### src/hw/rtl/rds_rta_pkg.sv
// Shared types and constants for the RDS PS / radiotext assembler.
// Holds the channel payload structs and the decoded group operation struct.
// No dependencies.
package rds_rta_pkg;

    localparam logic [4:0]  GROUP_0A_CODE  = 5'h00;
    localparam logic [4:0]  GROUP_2A_CODE  = 5'h04;
    localparam int          TEXT_FLAG_POS  = 4;
    localparam logic [7:0]  CHAR_CR        = 8'h0D;
    localparam logic [3:0]  PS_ALL         = 4'hF;
    localparam logic [15:0] RT_ALL         = 16'hFFFF;
    localparam int          RT_ROWS        = 16;
    localparam int          RT_ROW_W       = $clog2(RT_ROWS);
    localparam int          PS_SEGS        = 4;
    localparam int          PS_SEG_W       = $clog2(PS_SEGS);

    typedef enum logic
    {
        KIND_GROUP = 1'b0,
        KIND_READ  = 1'b1
    } kind_t;

    typedef struct packed
    {
        kind_t                kind;
        logic [15:0]          block_a;
        logic [15:0]          block_b;
        logic [15:0]          block_c;
        logic [15:0]          block_d;
        logic [RT_ROW_W-1:0]  text_index;
    } in_item_t;

    typedef struct packed
    {
        logic [15:0] prog_ident;
        logic        complete;
        logic [63:0] ps_text;
        logic [3:0]  ps_seen;
        logic [15:0] rt_seen;
        logic [31:0] text_word;
    } out_item_t;

    // State update that one group causes.
    typedef struct packed
    {
        logic                 pi_we;
        logic [15:0]          pi;
        logic                 ps_we;
        logic [PS_SEG_W-1:0]  ps_seg;
        logic [15:0]          ps_chars;
        logic                 rt_we;
        logic [RT_ROW_W-1:0]  rt_seg;
        logic [31:0]          rt_word;
        logic                 rt_cr;
    } grp_op_t;

endpackage

### src/hw/rtl/rds_rta_stream.sv
// Valid/ready stream interface used for both channels of the assembler.
// The payload type is chosen per instance from the types in rds_rta_pkg.
interface rds_rta_stream #(parameter type payload_t = logic);

    logic     valid;
    logic     ready;
    payload_t payload;

    modport source (output valid, output payload, input ready);
    modport sink   (input valid, input payload, output ready);

endinterface

### src/hw/rtl/rds_ps_radiotext_assembler_unit.sv
// Channel   Direction  Payload     Content
// in_ch     sink       in_item_t   one RDS group (kind 0) or a radiotext read (kind 1)
// out_ch    source     out_item_t  identifier, PS text, masks, completion, text word
//
// Every beat waits in the input register and then moves to the result slot; a new
// beat can be taken every cycle while out_ch is not stalled. The state update and
// the radiotext read happen at the edge that moves an item into the result slot.
// Reset clears the state stores at once; the radiotext memory rows carry valid bits instead.
// A stall on out_ch holds the result and backs up into in_ch after one more beat.
// Depends on rds_rta_pkg, rds_rta_stream and the three submodules below.
module rds_ps_radiotext_assembler_unit
(
    input  logic                clk,
    input  logic                rst_n,
    rds_rta_stream.sink         in_ch,
    rds_rta_stream.source       out_ch
);
    import rds_rta_pkg::*;

    // Input register: the item waiting for the result slot.
    in_item_t item_reg;
    logic     s1_valid_reg;
    logic     s1_valid_next;
    // Result slot. Its fields live in the state registers and the read register
    // of the text memory, which only change when a new item moves in.
    logic     out_valid_reg;
    logic     out_valid_next;
    logic     commit;
    grp_op_t  op;
    out_item_t result;

    // An item moves on when the result slot is empty or is being emptied now.
    assign commit      = s1_valid_reg && (!out_valid_reg || out_ch.ready);
    assign in_ch.ready = !s1_valid_reg || commit;

    always_comb
    begin
        s1_valid_next  = in_ch.ready ? in_ch.valid : s1_valid_reg;
        out_valid_next = out_valid_reg;
        if (commit)
        begin
            out_valid_next = 1'b1;
        end
        else if (out_ch.ready)
        begin
            out_valid_next = 1'b0;
        end
    end

    always_ff @(posedge clk or negedge rst_n)
    begin
        if (!rst_n)
        begin
            s1_valid_reg  <= 1'b0;
            out_valid_reg <= 1'b0;
        end
        else
        begin
            s1_valid_reg  <= s1_valid_next;
            out_valid_reg <= out_valid_next;
        end
    end

    always_ff @(posedge clk)
    begin
        if (in_ch.valid && in_ch.ready)
        begin
            item_reg <= in_ch.payload;
        end
    end

    rds_rta_decode u_decode
    (
        .item (item_reg),
        .op   (op)
    );

    rds_rta_state u_state
    (
        .clk        (clk),
        .rst_n      (rst_n),
        .commit     (commit),
        .op         (op),
        .prog_ident (result.prog_ident),
        .ps_text    (result.ps_text),
        .ps_seen    (result.ps_seen),
        .rt_seen    (result.rt_seen)
    );

    rds_rta_text_mem u_text_mem
    (
        .clk       (clk),
        .rst_n     (rst_n),
        .commit    (commit),
        .op        (op),
        .rd_en     (item_reg.kind == KIND_READ),
        .rd_row    (item_reg.text_index),
        .text_word (result.text_word)
    );

    // Completion is a plain function of the two masks in the result slot.
    assign result.complete = (result.ps_seen == PS_ALL) && (result.rt_seen == RT_ALL);

    assign out_ch.valid   = out_valid_reg;
    assign out_ch.payload = result;

endmodule

### src/hw/rtl/rds_rta_decode.sv
// Group decoder: turns one RDS group into the state update it causes.
// Depends on rds_rta_pkg.
module rds_rta_decode
(
    input  rds_rta_pkg::in_item_t item,
    output rds_rta_pkg::grp_op_t  op
);
    import rds_rta_pkg::*;

    logic [4:0] group_type;
    logic [7:0] rt_char [4];
    logic [3:0] char_is_cr;

    assign group_type = item.block_b[15:11];
    assign rt_char[0] = item.block_c[15:8];
    assign rt_char[1] = item.block_c[7:0];
    assign rt_char[2] = item.block_d[15:8];
    assign rt_char[3] = item.block_d[7:0];

    always_comb
    begin
        for (int i = 0; i < 4; i++)
        begin
            char_is_cr[i] = (rt_char[i] == CHAR_CR);
        end
    end

    always_comb
    begin
        op          = '0;
        op.pi       = item.block_a;
        op.ps_seg   = item.block_b[PS_SEG_W-1:0];
        op.ps_chars = item.block_d;
        op.rt_seg   = item.block_b[RT_ROW_W-1:0];
        // A carriage return is stored as a zero character.
        op.rt_word  = {char_is_cr[0] ? 8'h00 : rt_char[0],
                       char_is_cr[1] ? 8'h00 : rt_char[1],
                       char_is_cr[2] ? 8'h00 : rt_char[2],
                       char_is_cr[3] ? 8'h00 : rt_char[3]};
        op.rt_cr    = |char_is_cr;
        if (item.kind == KIND_GROUP)
        begin
            op.pi_we = 1'b1;
            if (group_type == GROUP_0A_CODE)
            begin
                op.ps_we = 1'b1;
            end
            else if (group_type == GROUP_2A_CODE && !item.block_b[TEXT_FLAG_POS])
            begin
                op.rt_we = 1'b1;
            end
        end
    end

endmodule

### src/hw/rtl/rds_rta_state.sv
// Program identifier, PS character store and the two segment masks.
// Depends on rds_rta_pkg.
module rds_rta_state
(
    input  logic                 clk,
    input  logic                 rst_n,
    input  logic                 commit,
    input  rds_rta_pkg::grp_op_t op,
    output logic [15:0]          prog_ident,
    output logic [63:0]          ps_text,
    output logic [3:0]           ps_seen,
    output logic [15:0]          rt_seen
);
    import rds_rta_pkg::*;

    logic [15:0] pi_reg;
    logic [15:0] pi_next;
    logic [15:0] ps_word_reg  [PS_SEGS];
    logic [15:0] ps_word_next [PS_SEGS];
    logic [3:0]  ps_mask_reg;
    logic [3:0]  ps_mask_next;
    logic [15:0] rt_mask_reg;
    logic [15:0] rt_mask_next;

    always_comb
    begin
        pi_next      = pi_reg;
        ps_word_next = ps_word_reg;
        ps_mask_next = ps_mask_reg;
        rt_mask_next = rt_mask_reg;
        if (commit)
        begin
            if (op.pi_we)
            begin
                pi_next = op.pi;
            end
            if (op.ps_we)
            begin
                ps_word_next[op.ps_seg] = op.ps_chars;
                ps_mask_next = ps_mask_reg | (4'b0001 << op.ps_seg);
            end
            if (op.rt_we)
            begin
                // A carriage return finishes the whole text at once.
                rt_mask_next = op.rt_cr ? RT_ALL : (rt_mask_reg | (16'h0001 << op.rt_seg));
            end
        end
    end

    always_ff @(posedge clk or negedge rst_n)
    begin
        if (!rst_n)
        begin
            pi_reg      <= '0;
            ps_word_reg <= '{default: '0};
            ps_mask_reg <= '0;
            rt_mask_reg <= '0;
        end
        else
        begin
            pi_reg      <= pi_next;
            ps_word_reg <= ps_word_next;
            ps_mask_reg <= ps_mask_next;
            rt_mask_reg <= rt_mask_next;
        end
    end

    assign prog_ident = pi_reg;
    assign ps_text    = {ps_word_reg[0], ps_word_reg[1], ps_word_reg[2], ps_word_reg[3]};
    assign ps_seen    = ps_mask_reg;
    assign rt_seen    = rt_mask_reg;

endmodule

### src/hw/rtl/rds_rta_text_mem.sv
// Radiotext store: 16 rows of four characters with a valid bit per row.
// Depends on rds_rta_pkg. Rows never written read as zero.
module rds_rta_text_mem
(
    input  logic                           clk,
    input  logic                           rst_n,
    input  logic                           commit,
    input  rds_rta_pkg::grp_op_t           op,
    input  logic                           rd_en,
    input  logic [rds_rta_pkg::RT_ROW_W-1:0] rd_row,
    output logic [31:0]                    text_word
);
    import rds_rta_pkg::*;

    logic [31:0]        mem [RT_ROWS];
    logic [RT_ROWS-1:0] row_valid_reg;
    logic [RT_ROWS-1:0] row_valid_next;
    logic [31:0]        rd_data_reg;
    logic               rd_hit_reg;
    logic               rd_hit_next;

    always_ff @(posedge clk)
    begin
        if (commit && op.rt_we)
        begin
            mem[op.rt_seg] <= op.rt_word;
        end
        if (commit)
        begin
            rd_data_reg <= mem[rd_row];
        end
    end

    always_comb
    begin
        row_valid_next = row_valid_reg;
        rd_hit_next    = rd_hit_reg;
        if (commit)
        begin
            rd_hit_next = rd_en && row_valid_reg[rd_row];
            if (op.rt_we)
            begin
                row_valid_next[op.rt_seg] = 1'b1;
            end
        end
    end

    always_ff @(posedge clk or negedge rst_n)
    begin
        if (!rst_n)
        begin
            row_valid_reg <= '0;
            rd_hit_reg    <= 1'b0;
        end
        else
        begin
            row_valid_reg <= row_valid_next;
            rd_hit_reg    <= rd_hit_next;
        end
    end

    assign text_word = rd_hit_reg ? rd_data_reg : 32'h0;

endmodule

### src/flat_wrapper.sv
// flat-port wrapper written by rule: the top's interface ports become plain ports
module rds_ps_radiotext_assembler_unit_flat import rds_rta_pkg::*;
  (clk, rst_n, in_ch_valid, in_ch_payload, in_ch_ready, out_ch_valid, out_ch_payload, out_ch_ready);
  rds_rta_stream #(.payload_t(in_item_t)) in_ch_i ();
  rds_rta_stream #(.payload_t(out_item_t)) out_ch_i ();
  input  logic clk;
  input  logic rst_n;
  input wire logic [$bits(in_ch_i.valid)-1:0] in_ch_valid;
  input wire logic [$bits(in_ch_i.payload)-1:0] in_ch_payload;
  output wire logic [$bits(in_ch_i.ready)-1:0] in_ch_ready;
  output wire logic [$bits(out_ch_i.valid)-1:0] out_ch_valid;
  output wire logic [$bits(out_ch_i.payload)-1:0] out_ch_payload;
  input wire logic [$bits(out_ch_i.ready)-1:0] out_ch_ready;
  assign in_ch_i.valid = in_ch_valid;
  assign in_ch_i.payload = in_ch_payload;
  assign in_ch_ready = in_ch_i.ready;
  assign out_ch_valid = out_ch_i.valid;
  assign out_ch_payload = out_ch_i.payload;
  assign out_ch_i.ready = out_ch_ready;
  rds_ps_radiotext_assembler_unit u_core (.clk(clk), .rst_n(rst_n), .in_ch(in_ch_i), .out_ch(out_ch_i));
endmodule
### config.mk
export PLATFORM = sky130hd
export DESIGN_NAME = rds_ps_radiotext_assembler_unit_flat
export DESIGN_NICKNAME = d
export VERILOG_FILES = /design/src/hw/rtl/rds_rta_pkg.sv /design/src/hw/rtl/rds_rta_stream.sv /design/src/hw/rtl/rds_ps_radiotext_assembler_unit.sv /design/src/hw/rtl/rds_rta_decode.sv /design/src/hw/rtl/rds_rta_state.sv /design/src/hw/rtl/rds_rta_text_mem.sv /design/src/flat_wrapper.sv
export SDC_FILE = /design/constraint.sdc
export NUM_CORES = 1
export LEC_CHECK = 0
export CAP_MARGIN = 15
export CORE_MARGIN = 5
export CORE_UTILIZATION = 57
export DETAILED_ROUTE_END_ITERATION = 8
export DONT_BUFFER_PORTS = 1
export PLACE_DENSITY = 0.75
export SLEW_MARGIN = 20
export SYNTH_ARGS = -nofsm -noshare
export SYNTH_HDL_FRONTEND = slang
export SYNTH_HIERARCHICAL = 1
export SYNTH_SLANG_ARGS = --single-unit
### constraint.sdc
create_clock -name clk -period 4.6 [get_ports clk]
set_input_delay 0.46 -clock clk [delete_from_list [all_inputs] [get_ports clk]]
set_output_delay 0.46 -clock clk [all_outputs]
set_load 0.01 [all_outputs]
**Word-level counts from Yosys, hierarchy flattened**

Memories as Yosys holds them, arrays and structs flattened. A register that Yosys moved wholly into a read port is not among the register bits.
Index checks and enable logic that the tools add are counted.

- Register bits after elaboration: 188
- Bits in latches: 0
- RAM bits: 512
- Bits in read-only memories: 0
- Input bits: 73
- Output and inout port bits: 135
- Logic and storage cells: 78
- Memories: 1

- $add $sub $neg: 0
- Multiply operators: 0
- Div/mod/pow operators: 0
- $lt $le $gt $ge: 5
- Equality and inequality tests: 7
- Shift operators: 2
- Multiplexer cells: 22
- Bitwise logic cells: 5
- Reduce and logical (&&, ||, !) cells: 19

Memory list:

| memory | depth | bits a word | read ports | clocked after memory_dff | write ports | RTL line | source |
|---|---|---|---|---|---|---|---|
| u_core.u_text_mem.mem | 16 | 32 | 1 | 1 | 1 | rds_rta_text_mem.sv:15 | `logic [31:0] mem [RT_ROWS];` |

Operator list:

| operator | count |
|---|---|
| 64-bit bitwise mux | 1 |
| 16-bit demux with 2-bit select | 1 |
| 8-bit by 4-bit == test with 1-bit output, second input constant | 4 |
| 16-bit 2-to-1 mux | 2 |
| 32-bit 2-to-1 mux | 1 |
| 8-bit 2-to-1 mux | 4 |
| 16-bit OR | 2 |
| 16-bit == test, second input constant | 1 |
| 1-bit by 4-bit left shift with 16-bit output, first input constant | 1 |
| 1-bit 2-to-1 mux | 11 |
| 4-bit by 5-bit less-than comparator with 1-bit output, second input constant | 2 |
| 1-bit logical AND | 8 |
| 2-bit AND reduction | 3 |
| 5-bit by 3-bit == test with 1-bit output, second input constant | 1 |
| 5-bit zero test | 1 |
| 1-bit binary-select mux with 4-bit select | 1 |
| 1-bit demux with 4-bit select | 1 |
| 4-bit == test, second input constant | 1 |
| 4-bit by 1-bit >= comparator with 1-bit output, second input constant | 1 |
| 4-bit OR | 1 |
| 4-bit OR reduction | 1 |
| 1-bit by 2-bit left shift with 4-bit output, first input constant | 1 |
| 3-bit >= comparator, second input constant | 1 |
| 1-bit zero test | 3 |
| 5 further kinds | 6 |

**Logic depth before layout (Yosys ltp)**

Gate-level depths: netlist of run 1.

- Depth in word-level cells: 8
- Gate-level depth with buffers: 7
- Mapped depth without buffers: 7

**Cells and area by module**

The synthesis of run 1 kept the hierarchy.

By module, submodules not included:

| module | times used | cells an instance | area an instance (µm²) |
|---|---|---|---|
| rds_rta_text_mem | 1 | 847 | 21202.8 |
| rds_rta_state | 1 | 222 | 3754.9 |
| rds_ps_radiotext_assembler_unit | 1 | 84 | 2208.4 |
| rds_rta_decode | 1 | 88 | 570.5 |

**Worst setup path after synthesis of run 1**

OpenSTA, ideal clock, no wires.

- Path type: input to register
- Start: input port out_ch_ready
- End: memory u_core.u_text_mem.mem[0][0] (enable)
- Setup time: 0.463 ns
- Arrival: 4.230 ns
- Slack: -0.093 ns
- Cell stages on the path: 5
- Path buffers: 0
- Cells stage by stage: nand2b_1 > and2_1 > nand2_1 > or3_1 > nor3_1

- Word-level cells in the longest chain between the ends: 5

Ends and longest elaborated chain:

| element | RTL line | source |
|---|---|---|
| start: declaration | flat_wrapper.sv:13 | `input wire logic [$bits(out_ch_i.ready)-1:0] out_ch_ready;` |
| 1-bit logical OR | rds_ps_radiotext_assembler_unit.sv:33 | `assign commit = s1_valid_reg && (!out_valid_reg \|\| out_ch.ready);` |
| 1-bit logical AND | rds_ps_radiotext_assembler_unit.sv:33 |  |
| net u_core.commit | rds_ps_radiotext_assembler_unit.sv:28 | `logic commit;` |
| 1-bit logical AND | rds_rta_text_mem.sv:24 | `if (commit && op.rt_we)` |
| 1-bit 2-to-1 mux | rds_rta_text_mem.sv:24 |  |
| 1-bit 2-to-1 mux (not written as such) | rds_rta_text_mem.sv:26 | `mem[op.rt_seg] <= op.rt_word;` |
| end: declaration | rds_rta_text_mem.sv:15 |  |

The timed path passes the listed nets, and every way through them passes these cells.

==> flow_results.org, run 1 <==
** Synth
- The Yosys step of the flow raised 6 warnings.
- Counting every instance in the synthesized netlist gives 1235.
- Mapped Area :: 27600 sq um
- The number of nets handed over by synthesis was 1308.
- Dividing the synthesized area by the synthesized cell count gives 22.3 sq um.

** Critical path
- In this run the worst setup path begins at u_core/item_reg[48].
- Endpoint of the most critical setup path :: u_core/u_text_mem/mem[7][10]
- Type of element capturing the critical path :: flop
- At the worst endpoint, the required time is 4.88 ns.
- The endpoint identified for the worst register-to-register timing path is u_core/u_text_mem/mem[7][10].
- At the worst endpoint, the arrival time is 3.67 ns.
- The startpoint identified for the worst register-to-register timing path is u_core/item_reg[48].
- The worst setup path is of the flop to flop kind.
- Maximum fanout encountered on the critical timing path :: 16
- Setup slack of the worst register-to-register path :: 1.21 ns
- STA classifies the critical path startpoint as a flop.
- Number of cell instances on the worst register-to-register path :: 6

** Power and ir drop
- The clock network accounts for 40.9% of the total power.
- In this run the power density over the cells is 438 nW/um^2.
- Registers are responsible for 55.0% of the overall power.
- Total power for the finished layout comes to 13.6 mW.
- Sw Pwr :: 2.82 mW
- Net Sw Frac :: 20.7%
- Combinational fraction of design power :: 4.1%
- Across the VDD grid, the largest voltage drop is 0.000375 V.
- In this run the static leakage power is 10.8 nW.
- Total internal power :: 10.8 mW

** Place
- The count of buffers added on input and output ports is 0.
- Summed over all nets, the half-perimeter wirelength after detailed placement is 32100 um.
- Routability Congestion :: 0.768
- Placed inst area :: 28100 sq um

** Route
- After detailed routing, the total wire length is 58400 um.
- The detail route stage leaves a number of antenna-violating nets equal to 0.
- DR vias :: 12406
- The first detailed-routing pass took 7 iterations.
- Via density per instance :: 6.28
- The detailed router finished its first iteration with 1177 violations.
- Dividing the detail-routed wire length by the instance count gives 29.5 um.
- DRC violations left :: 0

** Final layout
- For this run, the post-layout net count is 1379.
- The register with the most flip-flops in the layout has 512 of them.
- Share of layout cells above drive strength 1 :: 31.4%
- Most frequent cells in the layout :: sky130_fd_sc_hd__edfxtp_1 (607), sky130_fd_sc_hd__mux4_2 (163), sky130_fd_sc_hd__dfrtp_1 (119), sky130_fd_sc_hd__mux2_2 (80), sky130_fd_sc_hd__clkbuf_16 (75)
- The repair_antennas step left the layout with diodes totalling 0.
- Area growth from synthesis to layout :: 12.8%
- Final std cell area, no fill :: 31100 sq um
- Leaving out fill and tap cells, the most frequent cell in the layout is sky130_fd_sc_hd__edfxtp_1.

** Clock network
- The number of setup buffers added after CTS is 0.
- At the later pin of the worst-skew pair, clock insertion delay measures 0.61 ns.
- Post-CTS Resized :: 0
- Worst-case clock buffer depth :: 3
- # clock sinks :: 726
- The tree is rooted in a sky130_fd_sc_hd__clkbuf_16.
- Number of buffers inserted during clock tree synthesis :: 71
- Clk pin slew, worst setup/hold paths :: 0.06 ns
- H-tree levels :: 3
- Clock tree from TritonCTS :: yes

** STA
- Setup violation total in the final timing report :: 0
- The clock arrives with 0.0266 ns of skew.
- Worst Hold Margin :: 0.0868 ns
- Relative slew margins :: 39.0%
- Final critical-path required period :: 3.39 ns
- Share of the clock period used by the worst path :: 73.7%
- Worst-margin pin slew :: 0.916 ns
- Final-report max-slew violation count :: 0
- Setup total negative slack :: 0 ns
- The number of hold violations in the final report came to 0.
- RSZ-0062 raised after global routing :: false
- Max Clk Rate :: 295 MHz

** Floorplan
- 208 I/O pins were placed.
- After floorplanning, the core was sized to cover 47700 sq um.
- Die H :: 230 um
- Full die area :: 52800 sq um
- For this configuration, the core starts out at a cell density of 57.7%.
- After floorplanning, the core was divided into 80 placement rows.
- The floorplan step set the die width to 230 um.

** Global route
- Overall overflow remaining after global route :: 0
- Vias in the first global route :: 13369
- In the global route stage, overall resource usage came out at 22.5%.
- Maximum number of pins on one net before global-route repair :: 120
- The first global-routing pass estimated 88200 um of wire.
- Antenna violations before repair :: 0

** Job
- Max-cap violation count :: 0

** Min path
- Worst Hold Class :: input pin to flop

** Run status
- The run finished with clean final reports.
[worst max-delay path, cell delays in order, from the launching register on]
cell                       delay [ns]
sky130_fd_sc_hd__edfxtp_1        0.36
sky130_fd_sc_hd__nor4_1          0.31
sky130_fd_sc_hd__nand2_1         0.11
sky130_fd_sc_hd__nor3b_1         0.70
sky130_fd_sc_hd__nand4_1         0.52
sky130_fd_sc_hd__nor2_4          0.72
sky130_fd_sc_hd__buf_4           0.34
[layout make-up]
cell class	count	area (sq um)
fill	2929	16700
sequential	726	21200
clock buffer	98	2020
multi-input combinational	400	5760
inverter	1	3.75
clock inverter	30	223
tap	615	769
timing repair buffer	106	1090
[how the worst min path moves through the flow]
stage	cells after the start	from	slack [ns]	end
final	2	out_ch_ready	0.09	u_core/out_ch.valid
after CTS	2	out_ch_ready	0.04	u_core/out_ch.valid
after detailed placement	0	rst_n	0.17	u_core/u_state/ps_seen[2]
after global placement	0	rst_n	0.17	u_core/u_state/ps_text[39]
after global routing	2	out_ch_ready	0.06	u_core/out_ch.valid
after floorplan	0	rst_n	0.16	u_core/out_ch.valid
[power by group through the flow]
stage / Clock (mW) / Sequential, mW / Combinational, mW
after global placement: 0 / 7.60 / 0.484
after CTS: 5.66 / 7.48 / 0.573
after floorplan: 0 / 7.51 / 0.453
after global routing: 6.00 / 7.49 / 0.611
after detailed placement: 0 / 7.61 / 0.502
final: 5.56 / 7.47 / 0.564
[repair_timing]
| item | 4_1_cts | 5_1_grt |
|---|---|---|
| hold buffers | 66 | 0 |
| endpoints found under the hold margin | 183 | 0 |
| setup endpoints to repair | 0 | 0 |
[layer usage]
layer,global-route usage [%],routed length (um),vias up
li1,-,-,5123
met5,0,0,-
met4,5.75,1330,0
met3,6.38,5300,91
met2,36.0,28900,578
met1,31.4,22900,6614
[stage by stage]
step                      utilization (%)  setup slack [ns]  cells
after floorplan                         -            0.0200   1235
after global routing                 65.1             0.924   1976
final                                65.1              1.21   1976
after detailed placement             59.0              1.32   1782
after CTS                            65.1              1.28   1976
after global placement               58.9              1.46   1781
Note: power is estimated with default switching activity, not from simulation.
==> run 2: changes to the inputs <==
clock period = 3 ns   (was 4.6 ns; I/O delays follow)
==> run 2 against run 1 <==
Largest power group unchanged. First-iteration DRC count down 8.8%. Worst setup slack worse by 0.90 ns. Critical path depth up 2. Critical endpoint is now u_core/u_text_mem/mem[4][10].
==> flow_results.org, run 2 (synthesized netlist as in run 1, its figures left out) <==
** Final layout
- The fraction of final layout cells sized beyond drive strength 1 was 32.6% (+1.1 points).
- The antenna diode instance count came to 0 (unchanged).
- From synthesis to final layout, the design area changed by 14.5%.
- Most common cell after layout, fill and taps aside :: sky130_fd_sc_hd__edfxtp_1
- In the layout the commonest cells are sky130_fd_sc_hd__edfxtp_1 (607), sky130_fd_sc_hd__mux4_2 (163), sky130_fd_sc_hd__dfrtp_1 (119), sky130_fd_sc_hd__mux2_2 (80), sky130_fd_sc_hd__clkbuf_16 (74).
- Flip-flop count of the largest register, all copies and words added :: 512 (unchanged)
- The number of nets in the layout came to 1389 (+0.73%).
- The utilization of the core after routing is 66.1% (+0.98 points).

** Route
- The starting DRC count in detailed routing was 1073 (-8.8%).
- Total Routed Length :: 60100 um (+3.0%)
- DR vias :: 12654 (+2.0%)
- Antenna Nets Post-Route :: 0 (unchanged)
- Detailed-router iteration count before antenna repair :: 5 (-2)
- The per-cell via count in the routed design was 6.37 (+1.4%).
- The mean routed wirelength per cell came to 30.3 um (+2.4%).
- The number of remaining DRC errors came to 0 (unchanged).

** Global route
- Antenna violations before repair :: 1 (+1)
- The total routing resource utilization after global routing came to 23.2% (+0.70 points).
- Overall overflow remaining after global route :: 0 (unchanged)
- The wire length of the first global-routing pass came to 90300 um (+2.4%).
- Vias in the first global route :: 13552 (+1.4%)
- Maximum number of pins on one net before global-route repair :: 120 (unchanged)

** STA
- The number of hold violations in the final report is 0 (unchanged).
- Final critical-path required period :: 2.70 ns (-0.695 ns)
- The setup-violating endpoint count in the final report is 0 (unchanged).
- The worst clock skew on the final layout came to 0.0301 ns (+0.00359 ns).
- The relative max-transition margin was 52.4% (+13 points).
- Final-report max-slew violation count :: 0 (unchanged)
- The highest attainable clock frequency came to 371 MHz (+26%).
- Setup total negative slack :: 0 ns (unchanged)
- The slew at the pin with the worst max-slew slack was 0.711 ns (-0.204 ns).
- RSZ-0062 raised after global routing :: false
- Worst Hold Margin :: 0.0528 ns (-0.0339 ns)
- Share of the clock period used by the worst path :: 89.9% (+16 points)

** Floorplan
- Die H :: 230 um (unchanged)
- The number of top-level design ports came to 208 (unchanged).
- The die extent in x is 230 um (unchanged).
- The number of cell rows came to 80 (unchanged).
- The effective utilization at floorplan is 57.7% (unchanged).
- Full die area :: 52800 sq um (unchanged)
- Area of the placeable core :: 47700 sq um (unchanged)

** Place
- Routability Congestion :: 0.761 (-0.85%)
- Half-perimeter wire length of the detailed placement result :: 31000 um (-3.6%)
- The number of port buffers was 0 (unchanged).

** Critical path
- Type of element capturing the critical path :: flop
- The signal on the critical path passes through nor4_1, nand2_1, nor3b_1, buf_4, nand2_1, or3_1, nor2_4, buf_12.
- Worst path top cell family by delay :: simple AND/OR/NAND/NOR gates
- Critical path data required time :: 3.25 ns (-1.63 ns)
- The buffer and inverter count on the worst path was 2 (+1).
- Maximum fanout encountered on the critical timing path :: 33 (+17)
- Type of the setup path with the least slack :: flop to flop
- Critical-path top delay cell :: sky130_fd_sc_hd__or3_1
- Arrival time worst endpoint :: 2.95 ns (-0.72 ns)
- Maximum single-stage delay on the critical path :: 0.49 ns (-0.23 ns)
- Counting stages on the worst path, the most repeated cell is sky130_fd_sc_hd__nand2_1.
- Worst Setup Start Kind :: flop

** Power and ir drop
- P_leak :: 11.0 nW (+1.8%)
- The power per cell area was 681 nW/um^2 (+56%).
- Worst IR drop on VDD :: 0.000651 V (+73%)
- The total design power was 21.5 mW (+58%).

** Clock network
- The insertion delay to the later sink of the worst-skew pair was 0.60 ns (about the same).
- The total clock sinks is 726 (unchanged).
- CTS Root Cell :: sky130_fd_sc_hd__clkbuf_16
- The maximum buffer depth of the clock tree is 3 (unchanged).
- Post-CTS Resized :: 0 (unchanged)
- H-tree levels :: 3 (unchanged)
- The TritonCTS buffer count is 70 (-1.4%).
- Clk pin slew, worst setup/hold paths :: 0.06 ns (about the same)
- TritonCTS built the clock tree.

** Min path
- The path class of the tightest hold or removal check is input pin to flop.

** Run status
- The flow ran to the end, and the final reports show no timing, DRC or antenna violations.

** Job
- The number of maximum-capacitance constraint violations came to 0 (unchanged).
[run 2: cell count changes in the layout (fill, tap and decap cells not counted), moves of 3 or more]
cell                        before  now
sky130_fd_sc_hd__nor3_2          4    1
sky130_fd_sc_hd__nor3_4          1    4
sky130_fd_sc_hd__bufinv_16       2    9
sky130_fd_sc_hd__buf_12          8   23
sky130_fd_sc_hd__buf_4          31   27
sky130_fd_sc_hd__clkbuf_1       17    9
[run 2: cell type report]
class,count,area [sq um]
clock buffer,91,2000
fill,2838,16200
multi-input combinational,400,5780
clock inverter,37,435
inverter,1,3.75
timing repair buffer,117,1350
tap,615,769
sequential,726,21200
[run 2: per-stage QoR]
step           worst slack, ns  instances  area, sq um
2_1_floorplan          0.00775       1235        27600
3_3_place_gp             0.329       1792        28400
3_5_place_dp             0.355       1792        28400
4_1_cts                  0.322       1987        31500
5_1_grt                 0.0554       1987        31500
6_report                 0.303       1987        31500
[run 2: path summary, 6_finish.rpt]
path | start | endpoint | slack (ns) | cells past startpoint
hold reg to reg | u_core/item_reg[56] | u_core/u_state/prog_ident[4] | 0.47 | 1
setup / recovery | u_core/item_reg[48] | u_core/u_text_mem/mem[4][10] | 0.30 | 8
hold / removal | out_ch_ready | u_core/s1_valid_reg | 0.05 | 2
max in group asynchronous | rst_n | u_core/u_text_mem/row_valid_reg[14] | 2.21 | 2
setup reg to reg | u_core/item_reg[48] | u_core/u_text_mem/mem[4][10] | 0.30 | 8
min in group asynchronous | rst_n | u_core/u_state/ps_text[55] | 0.32 | 2
[run 2: what timing repair did]
item	in CTS	in global routing
hold buffers	67	0
setup buffers	0	0
hold endpoints to repair	184	0
[run 2: power breakdown]
| group | switching [mW] | total, mW | internal [mW] |
|---|---|---|---|
| Clock | 3.63 | 9.13 | 5.49 |
| Sequential | 0.255 | 11.4 | 11.2 |
| Combinational | 0.463 | 0.907 | 0.444 |
[run 2: per-layer routing]
| layer | vias up | part of all wire (%) | global-route usage [%] |
|---|---|---|---|
| li1 | 5164 | - | - |
| met1 | 6748 | 38 | 31.9 |
| met2 | 669 | 51 | 38.2 |
| met3 | 73 | 8.9 | 5.42 |
| met4 | 0 | 2.0 | 6.59 |
| met5 | - | 0 | 0 |
